==> src/cbd_pkg.sv <==
// Package for the chunked body decoder: size width, ASCII codes, status codes
// and the result record passed from the parser to the output stage.
// No dependencies.
`default_nettype none

package cbd_pkg;

    // Width of the chunk size accumulator and the remaining-byte counter
    localparam int SIZE_BITS = 32;

    localparam logic [7:0] ASCII_CR    = 8'h0D;
    localparam logic [7:0] ASCII_LF    = 8'h0A;
    localparam logic [7:0] ASCII_SPACE = 8'h20;
    localparam logic [7:0] ASCII_HT    = 8'h09;

    typedef enum logic [1:0] {
        ST_OK        = 2'd0,
        ST_MALFORMED = 2'd1,
        ST_TRUNCATED = 2'd2
    } t_cbd_status;

    typedef struct packed {
        logic [7:0]  payload_byte;
        logic        payload_valid;
        logic        final_result;
        t_cbd_status decode_status;
    } t_cbd_result;

endpackage

`default_nettype wire

==> src/cbd_parser.sv <==
// Chunk framing parser: size line, payload and trailer phases, one byte per
// accepted item; produces the result record combinationally.
// Depends on cbd_pkg.
`default_nettype none

module cbd_parser import cbd_pkg::*; (
    input  wire logic        i_clk,
    input  wire logic        i_rst_n,
    input  wire logic        i_accept,
    input  wire logic [7:0]  i_data_byte,
    input  wire logic        i_end_of_body,
    output t_cbd_result      o_result,
    output logic             o_has_result
);

    typedef enum logic [2:0] {
        PH_WS       = 3'd0,
        PH_DIGITS   = 3'd1,
        PH_REST_OK  = 3'd2,
        PH_REST_BAD = 3'd3,
        PH_DATA     = 3'd4,
        PH_TRAILER  = 3'd5,
        PH_DONE     = 3'd6,
        PH_FAILED   = 3'd7
    } t_phase;

    typedef struct packed {
        logic       ok;
        logic [3:0] val;
    } t_hex_digit;

    function automatic t_hex_digit hex_decode(input logic [7:0] b);
        t_hex_digit h;
        h.ok  = 1'b0;
        h.val = b[3:0];
        if (b >= 8'h30 && b <= 8'h39) begin
            h.ok = 1'b1;
        end else if ((b >= 8'h61 && b <= 8'h66) || (b >= 8'h41 && b <= 8'h46)) begin
            h.ok  = 1'b1;
            h.val = b[3:0] + 4'd9;
        end
        return h;
    endfunction

    t_phase                 r_phase, n_phase;
    logic [SIZE_BITS-1:0]   r_size_acc, n_size_acc;
    logic [SIZE_BITS-1:0]   r_remaining, n_remaining;
    logic                   r_pend_cr, n_pend_cr;
    logic                   r_size_ovf, n_size_ovf;
    logic [1:0]             r_trailer_cnt, n_trailer_cnt;

    t_hex_digit             digit;
    logic                   is_space;
    logic                   acc_top_busy;
    logic                   pay_valid;
    t_cbd_status            status;

    assign digit        = hex_decode(i_data_byte);
    assign is_space     = (i_data_byte == ASCII_SPACE) ||
                          (i_data_byte >= ASCII_HT && i_data_byte <= ASCII_CR);
    // another digit would overflow the accumulator
    assign acc_top_busy = (r_size_acc[SIZE_BITS-1 -: 4] != 4'd0);

    always_comb begin
        n_phase       = r_phase;
        n_size_acc    = r_size_acc;
        n_remaining   = r_remaining;
        n_pend_cr     = r_pend_cr;
        n_size_ovf    = r_size_ovf;
        n_trailer_cnt = r_trailer_cnt;
        pay_valid     = 1'b0;

        unique case (r_phase)
            PH_WS, PH_DIGITS, PH_REST_OK, PH_REST_BAD: begin
                if (r_pend_cr && i_data_byte == ASCII_LF) begin
                    n_pend_cr = 1'b0;
                    priority if (r_phase == PH_WS || r_phase == PH_REST_BAD || r_size_ovf) begin
                        n_phase = PH_FAILED;
                    end else if (r_size_acc == '0) begin
                        n_phase = PH_DONE;
                    end else begin
                        n_remaining = r_size_acc;
                        n_phase     = PH_DATA;
                    end
                end else begin
                    // a held CR that is not followed by LF ends a digit run
                    if (r_pend_cr && r_phase == PH_DIGITS) begin
                        n_phase = PH_REST_OK;
                    end
                    n_pend_cr = (i_data_byte == ASCII_CR);
                    if (i_data_byte != ASCII_CR) begin
                        priority if (n_phase == PH_WS) begin
                            if (!is_space) begin
                                if (digit.ok) begin
                                    n_phase = PH_DIGITS;
                                    if (acc_top_busy) begin
                                        n_size_ovf = 1'b1;
                                    end else begin
                                        n_size_acc = {r_size_acc[SIZE_BITS-5:0], digit.val};
                                    end
                                end else begin
                                    n_phase = PH_REST_BAD;
                                end
                            end
                        end else if (n_phase == PH_DIGITS) begin
                            if (digit.ok) begin
                                if (!r_size_ovf) begin
                                    if (acc_top_busy) begin
                                        n_size_ovf = 1'b1;
                                    end else begin
                                        n_size_acc = {r_size_acc[SIZE_BITS-5:0], digit.val};
                                    end
                                end
                            end else begin
                                n_phase = PH_REST_OK;
                            end
                        end else begin
                            n_phase = n_phase;
                        end
                    end
                end
            end
            PH_DATA: begin
                pay_valid   = 1'b1;
                n_remaining = r_remaining - 1'b1;
                if (r_remaining == SIZE_BITS'(1)) begin
                    n_phase       = PH_TRAILER;
                    n_trailer_cnt = 2'd2;
                end
            end
            PH_TRAILER: begin
                if (r_trailer_cnt != 2'd0) begin
                    n_trailer_cnt = r_trailer_cnt - 1'b1;
                end
                if (r_trailer_cnt <= 2'd1) begin
                    n_phase       = PH_WS;
                    n_size_acc    = '0;
                    n_size_ovf    = 1'b0;
                    n_pend_cr     = 1'b0;
                    n_trailer_cnt = 2'd0;
                end
            end
            PH_DONE, PH_FAILED: begin
                n_phase = r_phase;
            end
        endcase

        status = ST_OK;
        if (i_end_of_body) begin
            priority if (n_phase == PH_FAILED) begin
                status = ST_MALFORMED;
            end else if (n_phase == PH_DATA && n_remaining != '0) begin
                status = ST_TRUNCATED;
            end else begin
                status = ST_OK;
            end
        end
    end

    assign o_has_result           = pay_valid || i_end_of_body;
    assign o_result.payload_byte  = pay_valid ? i_data_byte : 8'd0;
    assign o_result.payload_valid = pay_valid;
    assign o_result.final_result  = i_end_of_body;
    assign o_result.decode_status = status;

    always_ff @(posedge i_clk) begin
        if (!i_rst_n) begin
            r_phase       <= PH_WS;
            r_size_acc    <= '0;
            r_remaining   <= '0;
            r_pend_cr     <= 1'b0;
            r_size_ovf    <= 1'b0;
            r_trailer_cnt <= 2'd0;
        end else if (i_accept) begin
            if (i_end_of_body) begin
                // body finished: back to a fresh start for the next body
                r_phase       <= PH_WS;
                r_size_acc    <= '0;
                r_remaining   <= '0;
                r_pend_cr     <= 1'b0;
                r_size_ovf    <= 1'b0;
                r_trailer_cnt <= 2'd0;
            end else begin
                r_phase       <= n_phase;
                r_size_acc    <= n_size_acc;
                r_remaining   <= n_remaining;
                r_pend_cr     <= n_pend_cr;
                r_size_ovf    <= n_size_ovf;
                r_trailer_cnt <= n_trailer_cnt;
            end
        end
    end

    a_data_has_bytes: assert property (@(posedge i_clk) disable iff (!i_rst_n)
        r_phase == PH_DATA |-> r_remaining != '0)
        else $error("data phase with no bytes owed");

    a_trailer_count: assert property (@(posedge i_clk) disable iff (!i_rst_n)
        r_phase == PH_TRAILER |-> (r_trailer_cnt == 2'd1 || r_trailer_cnt == 2'd2))
        else $error("trailer phase with bad skip count");

    a_restart_after_last: assert property (@(posedge i_clk) disable iff (!i_rst_n)
        i_accept && i_end_of_body |=> r_phase == PH_WS && !r_pend_cr && r_size_acc == '0)
        else $error("parser not restarted after final item");

endmodule

`default_nettype wire

==> src/chunked_body_decoder_unit.sv <==
// Top level of the chunked body decoder: parser plus a two-entry output
// register (main + skid) toward the result channel.
// Depends on cbd_pkg and cbd_parser.
//
//   channel | direction | handshake                   | fields
//   --------+-----------+-----------------------------+-----------------------------------
//   in      | input     | i_in_valid / o_in_stall     | i_data_byte, i_end_of_body
//   out     | output    | o_out_valid / i_out_stall   | o_payload_byte, o_payload_valid,
//           |           |                             | o_final_result, o_decode_status
//
// One byte item per cycle while o_in_stall is low; its result (if any) is registered in the
// output register, or in the skid register if the output is stalled. Rate is set by the
// parser state update, a single pass per byte. Items producing neither a payload byte nor
// a final flag give no result. o_in_stall rises only when both the output and skid registers are full.
// Reset is synchronous, active low, and returns the parser to a new body.
`default_nettype none

module chunked_body_decoder_unit import cbd_pkg::*; (
    input  wire logic        i_clk,
    input  wire logic        i_rst_n,
    input  wire logic        i_in_valid,
    output logic             o_in_stall,
    input  wire logic [7:0]  i_data_byte,
    input  wire logic        i_end_of_body,
    output logic             o_out_valid,
    input  wire logic        i_out_stall,
    output logic [7:0]       o_payload_byte,
    output logic             o_payload_valid,
    output logic             o_final_result,
    output logic [1:0]       o_decode_status
);

    t_cbd_result  parse_res;
    logic         has_result;
    logic         in_accept;
    logic         push;
    logic         pop;

    t_cbd_result  r_out;
    logic         r_out_valid;
    t_cbd_result  r_skid;
    logic         r_skid_valid;

    assign o_in_stall = r_skid_valid;
    assign in_accept  = i_in_valid && !r_skid_valid;
    assign push       = in_accept && has_result;
    assign pop        = r_out_valid && !i_out_stall;

    cbd_parser u_parser (
        .i_clk         (i_clk),
        .i_rst_n       (i_rst_n),
        .i_accept      (in_accept),
        .i_data_byte   (i_data_byte),
        .i_end_of_body (i_end_of_body),
        .o_result      (parse_res),
        .o_has_result  (has_result)
    );

    always_ff @(posedge i_clk) begin
        if (!i_rst_n) begin
            r_out_valid  <= 1'b0;
            r_skid_valid <= 1'b0;
        end else if (r_skid_valid) begin
            // input is stalled here, so no new item can arrive
            if (pop) begin
                r_out        <= r_skid;
                r_skid_valid <= 1'b0;
            end
        end else if (!r_out_valid || pop) begin
            r_out_valid <= push;
            if (push) begin
                r_out <= parse_res;
            end
        end else if (push) begin
            r_skid       <= parse_res;
            r_skid_valid <= 1'b1;
        end
    end

    assign o_out_valid     = r_out_valid;
    assign o_payload_byte  = r_out.payload_byte;
    assign o_payload_valid = r_out.payload_valid;
    assign o_final_result  = r_out.final_result;
    assign o_decode_status = r_out.decode_status;

    a_skid_needs_main: assert property (@(posedge i_clk) disable iff (!i_rst_n)
        r_skid_valid |-> r_out_valid)
        else $error("skid entry held while output register empty");

    a_drain_empties: assert property (@(posedge i_clk) disable iff (!i_rst_n)
        pop && !r_skid_valid && !push |=> !r_out_valid)
        else $error("output register kept an item after it was taken");

    a_stalled_push_skids: assert property (@(posedge i_clk) disable iff (!i_rst_n)
        r_out_valid && i_out_stall && push |=> r_skid_valid && r_out_valid)
        else $error("result lost while output was stalled");

endmodule

`default_nettype wire

==> config.mk <==
export PLATFORM = sky130hd
export DESIGN_NAME = chunked_body_decoder_unit
export DESIGN_NICKNAME = d
export VERILOG_FILES = /design/src/cbd_pkg.sv /design/src/cbd_parser.sv /design/src/chunked_body_decoder_unit.sv
export SDC_FILE = /design/constraint.sdc
export NUM_CORES = 1
export LEC_CHECK = 0
export ABC_AREA = 1
export BUFFER_PORTS_ARGS = -buffer_cell sky130_fd_sc_hd__buf_2
export CAP_MARGIN = 15
export CORE_MARGIN = 4
export CORE_UTILIZATION = 51
export DETAILED_ROUTE_END_ITERATION = 10
export HOLD_SLACK_MARGIN = 0.15
export PLACE_DENSITY = 0.7
export SLEW_MARGIN = 10
export SYNTH_ARGS = -nofsm -noshare
export SYNTH_HDL_FRONTEND = slang
export SYNTH_SLANG_ARGS = --single-unit
==> constraint.sdc <==
create_clock -name i_clk -period 3.3 [get_ports i_clk]
set_input_delay 0.495 -clock i_clk [delete_from_list [all_inputs] [get_ports i_clk]]
set_output_delay 0.495 -clock i_clk [all_outputs]
set_load 0.01 [all_outputs]
==> reports/results.ini, run 1 <==
[timing]
fin_tns_setup_ns = 0
fmax_mhz = 378.1
fin_crit_sh_pct = 80.15
worst_slack_ns = 0.6551
worst_pin_slew_ns = 0.6463
slew-limit-headroom_pct = 56.92
rsz0062_at_grt = no
period_minus_slack_ns = 2.645
hold_viol = 0
slew_viol_final = 0
finClkSkew_ns = 0.004908
setup_viol = 0

[floorplan]
die_h_um = 119.4
die_x_um = 119.4
core_region_area_um2 = 12060
io_pins = 27
start_util_pct = 52.47
rows = 40
die_area_um2 = 14260

[synth]
syn_inst = 1013
async_reset_ff_share_pct = 0
yosysUniqueCellTypes = 39
synth_fp_nets = 1033
synth_seq_cells = 97
synth_edf_count = 24
ys_warn_count = 0
synth_top_area_cell = dfxtp_1
synth.cell_area_um2 = 6329
avgSynthCellArea_um2 = 6.247
synth_area_leaders = dfxtp_1, nand2_1, edfxtp_1, nor2_1, nand3_1
synth_top_area_share_pct = 23.09
ys.flop_type = dfxtp_1
ys_seq_area_share_pct = 34.48

[grt]
gr-max-usage-layer = met2
grt_max_degree = 58
grt_overflow = 0
grt_pass1_wl_um = 28490
met2_usage_pct = 41.12
use_met1_pct = 31.74
grtUsageMet3_pct = 3.419
grt_antenna_before_repair = 0
grt_pass1_vias = 5740
track_usage_pct = 24.64

[drt]
drt-pass1-iter-count = 5
viasPerCell = 5.343
drt_iter0_markers = 507
drc_errors = 0
vias = 6396
finalWirelength_um = 17260
wl_per_cell_um = 14.42
ant_nets = 0

[min_path]
hold_depth = 1
hold_class = in -> reg
min_to = r_skid[2]
min-delay-start = i_end_of_body

[clocking]
clk_latency_ns = 0.36
holdBufCountCts = 0
cts_root_buf = clkbuf_16
cts_buffers = 9
cts_tree = yes
cts_resized = 0
clockBufferDepth = 2
cts.sinks = 97
cts_max_level = 3
clk_pin_slew_ns = 0.07
post_cts_buffers = 0

[setup_path]
reg2reg_slack_ns = 0.66
arrival_ns = 2.76
startpoint_type = flip-flop
r2r_cells = 16
crit_required_ns = 3.41
crit_fanout = 5
end_kind = flip-flop
crit_type = reg -> reg
timing.rr.end = r_skid[1]
timing.rr.start = u_parser.r_remaining[0]

[placed_design]
place_area_um2 = 6576
port_buffers = 26
gp_congestion = 0.8829
dp_cells = 1181
place_ws_ns = 0.4613
dp_hpwl_um = 12340

[cells_and_area]
finalNonFillerCells = 1197
diodes = 0
multiInputGateArea_um2 = 3582
final_common_cell = nand2_1
syn2layout_area_growth_pct = 8.917
final-seq-area_um2 = 2182
drive_gt1_share_pct = 9.038
layout_common_cells = nand2_1, nor2_1, nand3_1, a21oi_1, inv_1
final_net_count = 1044
fillers = 1250
finalInstanceArea_um2 = 6893

[outcome]
status = finished clean

[job]
drv_cap = 0

[pwr]
p_leak_nw = 3.236
power.density_nw_per_um2 = 395.4
max-vdd-ir-drop_v = 0.0002501

## Yosys cell counts (3+ instances only)
| cell type | instances |
|---|---|
| nand4_1 | 12 |
| nor2_1 | 159 |
| nor2_2 | 3 |
| buf_1 | 4 |
| buf_6 | 5 |
| nand3b_1 | 3 |
| or2_2 | 3 |
| ha_1 | 7 |
| nand2_1 | 303 |
| a211oi_1 | 17 |
| edfxtp_1 | 24 |
| nor2_4 | 4 |
| buf_4 | 4 |
| nand3_1 | 107 |
| buf_2 | 7 |
| o21ai_1 | 3 |
| o21ai_0 | 41 |
| inv_2 | 12 |
| dfxtp_1 | 73 |
| a21oi_1 | 86 |
| inv_1 | 81 |
| nor3_1 | 8 |
| clkbuf_1 | 21 |
| nand2_2 | 4 |
## worst max path at each step
stage	start	endpoint	slack (ns)	cells after the start
2_1_floorplan	u_parser.r_phase[1]	o_decode_status[0]	0.71	8
3_3_place_gp	i_data_byte[0]	r_skid[1]	0.46	18
3_5_place_dp	i_data_byte[0]	r_skid[1]	0.46	18
4_1_cts	u_parser.r_remaining[0]	r_skid[1]	0.72	16
5_1_grt	u_parser.r_remaining[0]	o_decode_status[1]	0.38	17
6_report	u_parser.r_remaining[0]	r_skid[1]	0.66	16
## sequential cells by signal, indices dropped and copies added (netlist names)
register	count
u_parser.r_trailer_cnt	2
r_skid	12
o_decode_status	2
u_parser.r_phase	3
u_parser.r_remaining	32
o_payload_byte	8
o_final_result	1
o_in_stall	1
o_out_valid	1
u_parser.r_size_acc	32
u_parser.r_pend_cr	1
u_parser.r_size_ovf	1
o_payload_valid	1
## per-layer routing
layer / routed length, µm / vias to the layer above
met4: 632 / 0
met5: 0 / -
met1: 7695 / 2854
met2: 8145 / 183
met3: 783 / 45
li1: - / 3314
## worst max-delay path, stage by stage, from the launching register on
cell and delay (ns):
dfxtp_1 0.34, inv_1 0.15, ha_1 0.24, nand2_1 0.08
nor2_1 0.10, nand2_1 0.11, nor2_1 0.24, inv_1 0.14
o21ai_0 0.17, nand3_1 0.11, nand2_1 0.09, nand2_1 0.05
nor2_1 0.08, nand2_1 0.08, nor2_1 0.15, nand2_1 0.12
and2_1 0.15
## logic make-up after synthesis
logic type	Yosys count	share of synthesized area [%]
and+or+nand+nor	620	42.07
AOI/OAI and AO/OA	153	12.99
buffers and inverters	136	9.075
DFF	97	34.48
adders and majority gates	7	1.384
## area by class of cell
class / count / area share, %
clock buffer: 13 / 4.248
clock inverter: 3 / 0.3449
inverter: 95 / 5.210
multi-input combinational: 780 / 51.97
sequential: 97 / 31.66
tap: 168 / 3.050
timing repair buffer: 41 / 3.522
## per-stage QoR
step	power [W]	hold WS, ns	util, %
2_1_floorplan	0.001541	0.4516	-
3_3_place_gp	0.001635	0.4763	54.52
3_5_place_dp	0.001636	0.4763	54.52
4_1_cts	0.002738	0.4305	57.15
5_1_grt	0.002846	0.4456	57.15
6_report	0.002725	0.4396	57.15
## power breakdown
part	internal [W]	switching, W	total [W]
registers	0.00124	0.0000300	0.00127
clock network	0.000631	0.000481	0.00111
logic	0.000101	0.000240	0.000341
(Power assumes the default switching activity.)
==> run 2: changes to the inputs <==
==> constraint.sdc (replaced) <==
create_clock -name i_clk -period 2.6 [get_ports i_clk]
set_input_delay 0.39 -clock i_clk [delete_from_list [all_inputs] [get_ports i_clk]]
set_output_delay 0.39 -clock i_clk [all_outputs]
set_load 0.01 [all_outputs]
==> reports/results.ini, run 2 (synthesis results as in run 1) <==
[floorplan]
die_x_um = 119.4  ; unchanged
die_h_um = 119.4  ; unchanged
die_area_um2 = 14260  ; unchanged
core_region_area_um2 = 12060  ; unchanged
io_pins = 27  ; unchanged
rows = 40  ; unchanged
start_util_pct = 52.47  ; unchanged

[grt]
grt_max_degree = 52  ; -10%
grt_overflow = 0  ; unchanged
grt_antenna_before_repair = 0  ; unchanged
track_usage_pct = 25.29  ; +0.65 points
grt_pass1_vias = 5913  ; +3.0%
grt_pass1_wl_um = 29270  ; +2.7%

[timing]
whs_ns = 0.3317  ; -0.1079 ns
worst_slack_ns = 0.2126  ; -0.4424 ns
worst_pin_slew_ns = 0.4208  ; -0.2255 ns
fmax_mhz = 418.9  ; +11%
fin_crit_sh_pct = 91.82  ; +12 points
slew-limit-headroom_pct = 71.95  ; +15 points
slew_viol_final = 0  ; unchanged
hold_viol = 0  ; unchanged
fin_tns_setup_ns = 0  ; unchanged
setup_viol = 0  ; unchanged
finClkSkew_ns = 0.008959  ; +0.004052 ns
period_minus_slack_ns = 2.387  ; -0.2576 ns

[setup_path]
r2r_cells = 15  ; -1
arrival_ns = 2.51  ; -0.25 ns
crit_required_ns = 2.72  ; -0.69 ns
startpoint_type = flip-flop
timing.rr.start = u_parser.r_remaining[0]
cpMostUsedCell = nor2_1
cpPeakStageDelay_ns = 0.32  ; -0.02 ns
end_kind = flip-flop
crit_fanout = 4  ; -1
crit_family = simple AND/OR/NAND/NOR gates
path_cells = inv_1, buf_4, nand2_1, nor2_1, nand3_1, buf_4, nor3b_1, nor2_1, nor2_1, nand2_1, nor2_1, nand2_1, nor2_1, nand2_1, and2_1
reg2reg_slack_ns = 0.21  ; -0.44 ns
crit_slowest_cell = dfxtp_1
crit_type = reg -> reg
crit_buf_inv = 3  ; +1
timing.rr.end = r_skid[1]
cp_num_cells = 15  ; -1

[placed_design]
dp_cells = 1210  ; +2.5%
dp_hpwl_um = 12740  ; +3.2%
place_ws_ns = 0.01777  ; -0.4435 ns
gp_congestion = 0.9034  ; +2.3%
port_buffers = 26  ; unchanged

[clocking]
cts.sinks = 97  ; unchanged
cts_buffers = 9  ; unchanged
cts_tree = yes
clockBufferDepth = 2  ; unchanged
post_cts_buffers = 0  ; unchanged
cts_max_level = 3  ; unchanged
clk_pin_slew_ns = 0.07  ; about the same
cts_resized = 0  ; unchanged
cts_root_buf = clkbuf_16
clk_latency_ns = 0.36  ; about the same
holdBufCountCts = 0  ; unchanged

[drt]
drc_errors = 0  ; unchanged
ant_nets = 0  ; unchanged
viasPerCell = 5.285  ; -1.1%
drt_iter0_markers = 506  ; -0.20%
wl_met2_um = 8469  ; +4.0%
finalWirelength_um = 17590  ; +1.9%
wl_met3_um = 868  ; +11%
top_layer_used = met4
vias = 6479  ; +1.3%
drt-pass1-iter-count = 5  ; unchanged
m1WireLength_um = 7871  ; +2.3%
wl_per_cell_um = 14.34  ; -0.50%

[pwr]
power.density_nw_per_um2 = 479.3  ; +21%
p_leak_nw = 3.388  ; +4.7%
switching_share_pct = 29.69  ; +2.2 points
p_seq_share_pct = 46.8  ; about the same
max-vdd-ir-drop_v = 0.0002922  ; +17%
internal_power_w = 0.002416  ; +22%
clockPowerShare_pct = 39.1  ; -1.7 points
p_switching_w = 0.001020  ; +36%
comb_power_share_pct = 14.1  ; +1.6 points

[cells_and_area]
finish.utilization_pct = 59.44  ; +2.3 points
diodes = 0  ; unchanged
finalNonFillerCells = 1226  ; +2.4%
final_net_count = 1073  ; +2.8%
syn2layout_area_growth_pct = 13.29
top_regs = u_parser.r_remaining: 32 flops, u_parser.r_size_acc: 32 flops, r_skid: 12 flops
final_common_cell = nand2_1
layout_common_cells = nand2_1, nor2_1, nand3_1, a21oi_1, inv_1
drive_gt1_share_pct = 12.76  ; +3.7 points

[min_path]
min-delay-start = i_end_of_body
hold_class = in -> reg
min_to = r_skid[2]
hold_depth = 1  ; unchanged

[outcome]
status = finished clean

[job]
drv_cap = 0  ; unchanged

==> run 2: power by group through the flow <==
stage | Combinational (W) | Sequential [W] | Clock [W]
after floorplan | 0.000320 | 0.00164 | 0
after global placement | 0.000470 | 0.00164 | 0
after detailed placement | 0.000473 | 0.00164 | 0
after CTS | 0.000476 | 0.00161 | 0.00136
after global routing | 0.000544 | 0.00161 | 0.00143
final | 0.000483 | 0.00161 | 0.00134
==> run 2: metal layers <==
| layer | track usage [%] | vias up |
|---|---|---|
| li1 | - | 3365 |
| met1 | 32.27 | 2923 |
| met2 | 43.09 | 168 |
| met3 | 3.609 | 23 |
| met4 | 9.950 | 0 |
| met5 | 0 | - |
==> run 2: worst max path at each step <==
stage	from	endpoint	slack [ns]
6_report	u_parser.r_remaining[0]	r_skid[1]	0.21
5_1_grt	u_parser.r_remaining[1]	r_skid[1]	-0.007
4_1_cts	u_parser.r_remaining[1]	r_skid[1]	0.14
3_5_place_dp	i_data_byte[0]	r_skid[1]	0.02
3_3_place_gp	i_data_byte[0]	r_skid[1]	0.01
2_1_floorplan	u_parser.r_phase[1]	o_decode_status[0]	0.006
==> run 2: stage by stage <==
step	total power, W	instance area (µm²)
2_1_floorplan	0.001956	6329
3_3_place_gp	0.002113	6819
3_5_place_dp	0.002116	6819
4_1_cts	0.003448	7114
5_1_grt	0.003592	7169
6_report	0.003436	7169
==> run 2: final cells by class <==
type | count | area (µm²)
timing repair buffer | 70 | 485.5
multi-input combinational | 780 | 3637
fill | 1219 | 4892
tap | 168 | 210.2
inverter | 95 | 359.1
clock buffer | 9 | 225.2
sequential | 97 | 2182
clock inverter | 7 | 70.07
==> run 3: changes to the inputs <==
--- a/config.mk
+++ b/config.mk
@@ -5,11 +5,11 @@
 export SDC_FILE = /design/constraint.sdc
 export NUM_CORES = 1
 export LEC_CHECK = 0
-export ABC_AREA = 1
 export BUFFER_PORTS_ARGS = -buffer_cell sky130_fd_sc_hd__buf_2
 export CAP_MARGIN = 15
-export CORE_MARGIN = 4
+export CORE_MARGIN = 1.5
 export CORE_UTILIZATION = 51
+export CTS_CLUSTER_SIZE = 8
 export DETAILED_ROUTE_END_ITERATION = 10
 export HOLD_SLACK_MARGIN = 0.15
 export PLACE_DENSITY = 0.7
==> reports/results.ini, run 3 <==
[drt]
drt-pass1-iter-count = 5  ; unchanged
wl_per_cell_um = 19.49  ; +36%
viasPerCell = 6.073  ; +15%
drc_errors = 0  ; unchanged
ant_nets = 0  ; unchanged
drt_iter0_markers = 583  ; +15%
vias = 6122  ; -5.5%
finalWirelength_um = 19640  ; +12%

[clocking]
holdBufCountCts = 0  ; unchanged
cts.sinks = 97  ; unchanged
cts_buffers = 9  ; unchanged
cts_root_buf = clkbuf_16
clk_latency_ns = 0.36  ; about the same
clockBufferDepth = 2  ; unchanged
cts_tree = yes
clk_pin_slew_ns = 0.08  ; about the same
cts_max_level = 3  ; unchanged

[setup_path]
crit_required_ns = 2.71  ; about the same
timing.rr.end = o_decode_status[1]
cpPeakStageDelay_ns = 0.57  ; +0.25 ns
startpoint_type = input pin
r2r_cells = 8  ; -7
path_cells = buf_6, or4_4, a2111oi_4, o21ai_4, buf_6, a221oi_4, buf_4, o22ai_2, or4_4, nor4_4, a21oi_1
end_kind = flip-flop
crit_slowest_cell = or4_4
reg2reg_slack_ns = -0.37  ; -0.58 ns
arrival_ns = 3.15  ; +0.64 ns
timing.rr.start = u_parser.r_phase[1]
crit_type = in -> reg
crit_fanout = 7  ; +3

[cells_and_area]
finish.utilization_pct = 70.93  ; +11 points
multiInputGateArea_um2 = 3709  ; +2.0%
fillers = 910  ; -25%
drive_gt1_share_pct = 35.14  ; +22 points
final_net_count = 880  ; -18%
layout_common_cells = buf_4, nand2_1, dfxtp_1, nand3_1, a21boi_0
final_common_cell = buf_4
top_regs = u_parser.r_remaining: 32 flops, u_parser.r_size_acc: 32 flops, r_skid: 12 flops
diodes = 0  ; unchanged
syn2layout_area_growth_pct = 36.64
final-seq-area_um2 = 2187  ; +0.23%

[min_path]
hold_class = in -> reg
min_to = o_in_stall
hold_depth = 2  ; +1
min-delay-start = i_out_stall

[floorplan]
start_util_pct = 51.91  ; -0.56 points
die_h_um = 110.3  ; -7.6%
io_pins = 27  ; unchanged
die_area_um2 = 12180  ; -15%
rows = 39  ; -2.5%
core_region_area_um2 = 11320  ; -6.1%
die_x_um = 110.3  ; -7.6%

[synth]
synth_seq_cells = 97  ; unchanged
yosysUniqueCellTypes = 68  ; +74%
ys_warn_count = 0  ; unchanged
synth_fp_nets = 716  ; -31%
avgSynthCellArea_um2 = 8.444  ; +35%
syn_inst = 696  ; -31%
ys_seq_area_share_pct = 37.13  ; +2.7 points
async_reset_ff_share_pct = 0  ; unchanged
ys.flop_type = dfxtp_1
synth_top_area_share_pct = 24.87  ; +1.8 points
synth.cell_area_um2 = 5877  ; -7.1%
synth_common_cells = nand2_1, dfxtp_1, clkbuf_1, nand3_1, a21boi_0
synth_area_leaders = dfxtp_1, edfxtp_1, nand2_1, a21boi_0, nand3_1
synth_edf_count = 24  ; unchanged
yosysMostFrequentCell = nand2_1
synth_top_area_cell = dfxtp_1

[placed_design]
port_buffers = 26  ; unchanged
gp_congestion = 0.9723  ; +7.6%
dp_hpwl_um = 14150  ; +11%
place_ws_ns = -0.6452  ; -0.6630 ns

[timing]
hold_viol = 0  ; unchanged
slew_viol_final = 0  ; unchanged
fin_crit_sh_pct = 116.9  ; +25 points
rsz0062_at_grt = yes
fmax_mhz = 329.0  ; -21%
setup_viol = 2  ; +2
worst_pin_slew_ns = 0.7277  ; +0.3069 ns
worst_slack_ns = -0.4393  ; -0.6519 ns
slew-limit-headroom_pct = 51.04  ; -21 points
finClkSkew_ns = 0.009805  ; +0.0008455 ns
whs_ns = 0.2680  ; -0.06374 ns
period_minus_slack_ns = 3.039  ; +0.6519 ns

[grt]
grt_antenna_before_repair = 0  ; unchanged
grt_max_degree = 72  ; +38%
grt_pass1_vias = 5702  ; -3.6%
track_usage_pct = 33.18  ; +7.9 points
grt_pass1_wl_um = 30230  ; +3.3%
grt_overflow = 0  ; unchanged

[pwr]
max-vdd-ir-drop_v = 0.0005246  ; +79%
power_w = 0.003483  ; +1.4%
p_leak_nw = 3.309  ; -2.3%
internal_power_w = 0.002570  ; +6.4%
p_switching_w = 0.0009138  ; -10%
clockPowerShare_pct = 42.2  ; +3.1 points
power.density_nw_per_um2 = 433.8  ; -9.5%
comb_power_share_pct = 12.9  ; -1.2 points
p_seq_share_pct = 44.9  ; -1.9 points
switching_share_pct = 26.23  ; -3.5 points

[job]
drv_cap = 0  ; unchanged

[outcome]
violations = setup timing
status = finished with violations

==> run 3: worst max path at each step <==
| stage | slack (ns) | to | startpoint | cells past startpoint |
|---|---|---|---|---|
| 4_1_cts | -0.32 | o_decode_status[1] | u_parser.r_remaining[23] | 8 |
| 3_3_place_gp | -0.56 | o_decode_status[1] | i_data_byte[6] | 9 |
| 5_1_grt | -0.57 | o_decode_status[1] | i_data_byte[7] | 11 |
| 2_1_floorplan | -0.35 | r_skid[1] | i_data_byte[2] | 10 |
| 3_5_place_dp | -0.65 | r_skid[1] | i_data_byte[0] | 11 |
| 6_report | -0.44 | o_decode_status[1] | i_data_byte[7] | 11 |
==> run 3: critical path: cells and delay by family <==
kind                   cells  cell delay [ns]
and+or+nand+nor            3             1.35
buffers and inverters      3             0.42
AOI/OAI and AO/OA          5             0.98
==> run 3: logic make-up after synthesis <==
group / count (synthesis) / synth area share, %
flops: 97 / 37.13
mux: 21 / 3.875
buf+inv: 68 / 4.811
compound gates: 180 / 22.25
xor+xnor: 22 / 3.279
fa+ha+maj: 7 / 1.490
simple gates: 301 / 27.17
==> run 3: cell type report <==
class	count	share of cell area, %
clock buffer	11	3.163
clock inverter	5	0.8725
tap	143	2.228
multi-input combinational	531	46.18
sequential	97	27.24
timing repair buffer	210	19.80
inverter	11	0.5142
==> run 3: power groups by stage <==
stage / logic, W / clock network, W / registers [W]
4_1_cts: 0.000425 / 0.00148 / 0.00156
3_3_place_gp: 0.000405 / 0 / 0.00160
3_5_place_dp: 0.000410 / 0 / 0.00160
6_report: 0.000450 / 0.00147 / 0.00156
2_1_floorplan: 0.000235 / 0 / 0.00160
5_1_grt: 0.000482 / 0.00154 / 0.00156
==> run 3: routing by layer <==
layer / part of all wire (%) / track usage, % / up-vias
li1: - / - / 2910
met1: 46 / 48.01 / 2985
met2: 45 / 49.25 / 196
met3: 6.8 / 5.585 / 31
met4: 2.6 / 12.45 / 0
met5: 0 / 0 / -
==> run 3: repair_timing <==
action	CTS	global route
endpoints found under the setup margin	15	18
buffers inserted	3	8
resized for setup	19	50
pin swaps	5	16
==> run 3: stage by stage <==
stage	instances	TNS, ns	cell area [µm²]
floorplan	696	-3.217	5886
global placement	982	-9.970	7292
detailed placement	982	-11.70	7292
CTS	1000	-0.7602	7726
global route	1008	-1.305	8030
finish	1008	-0.8734	8030
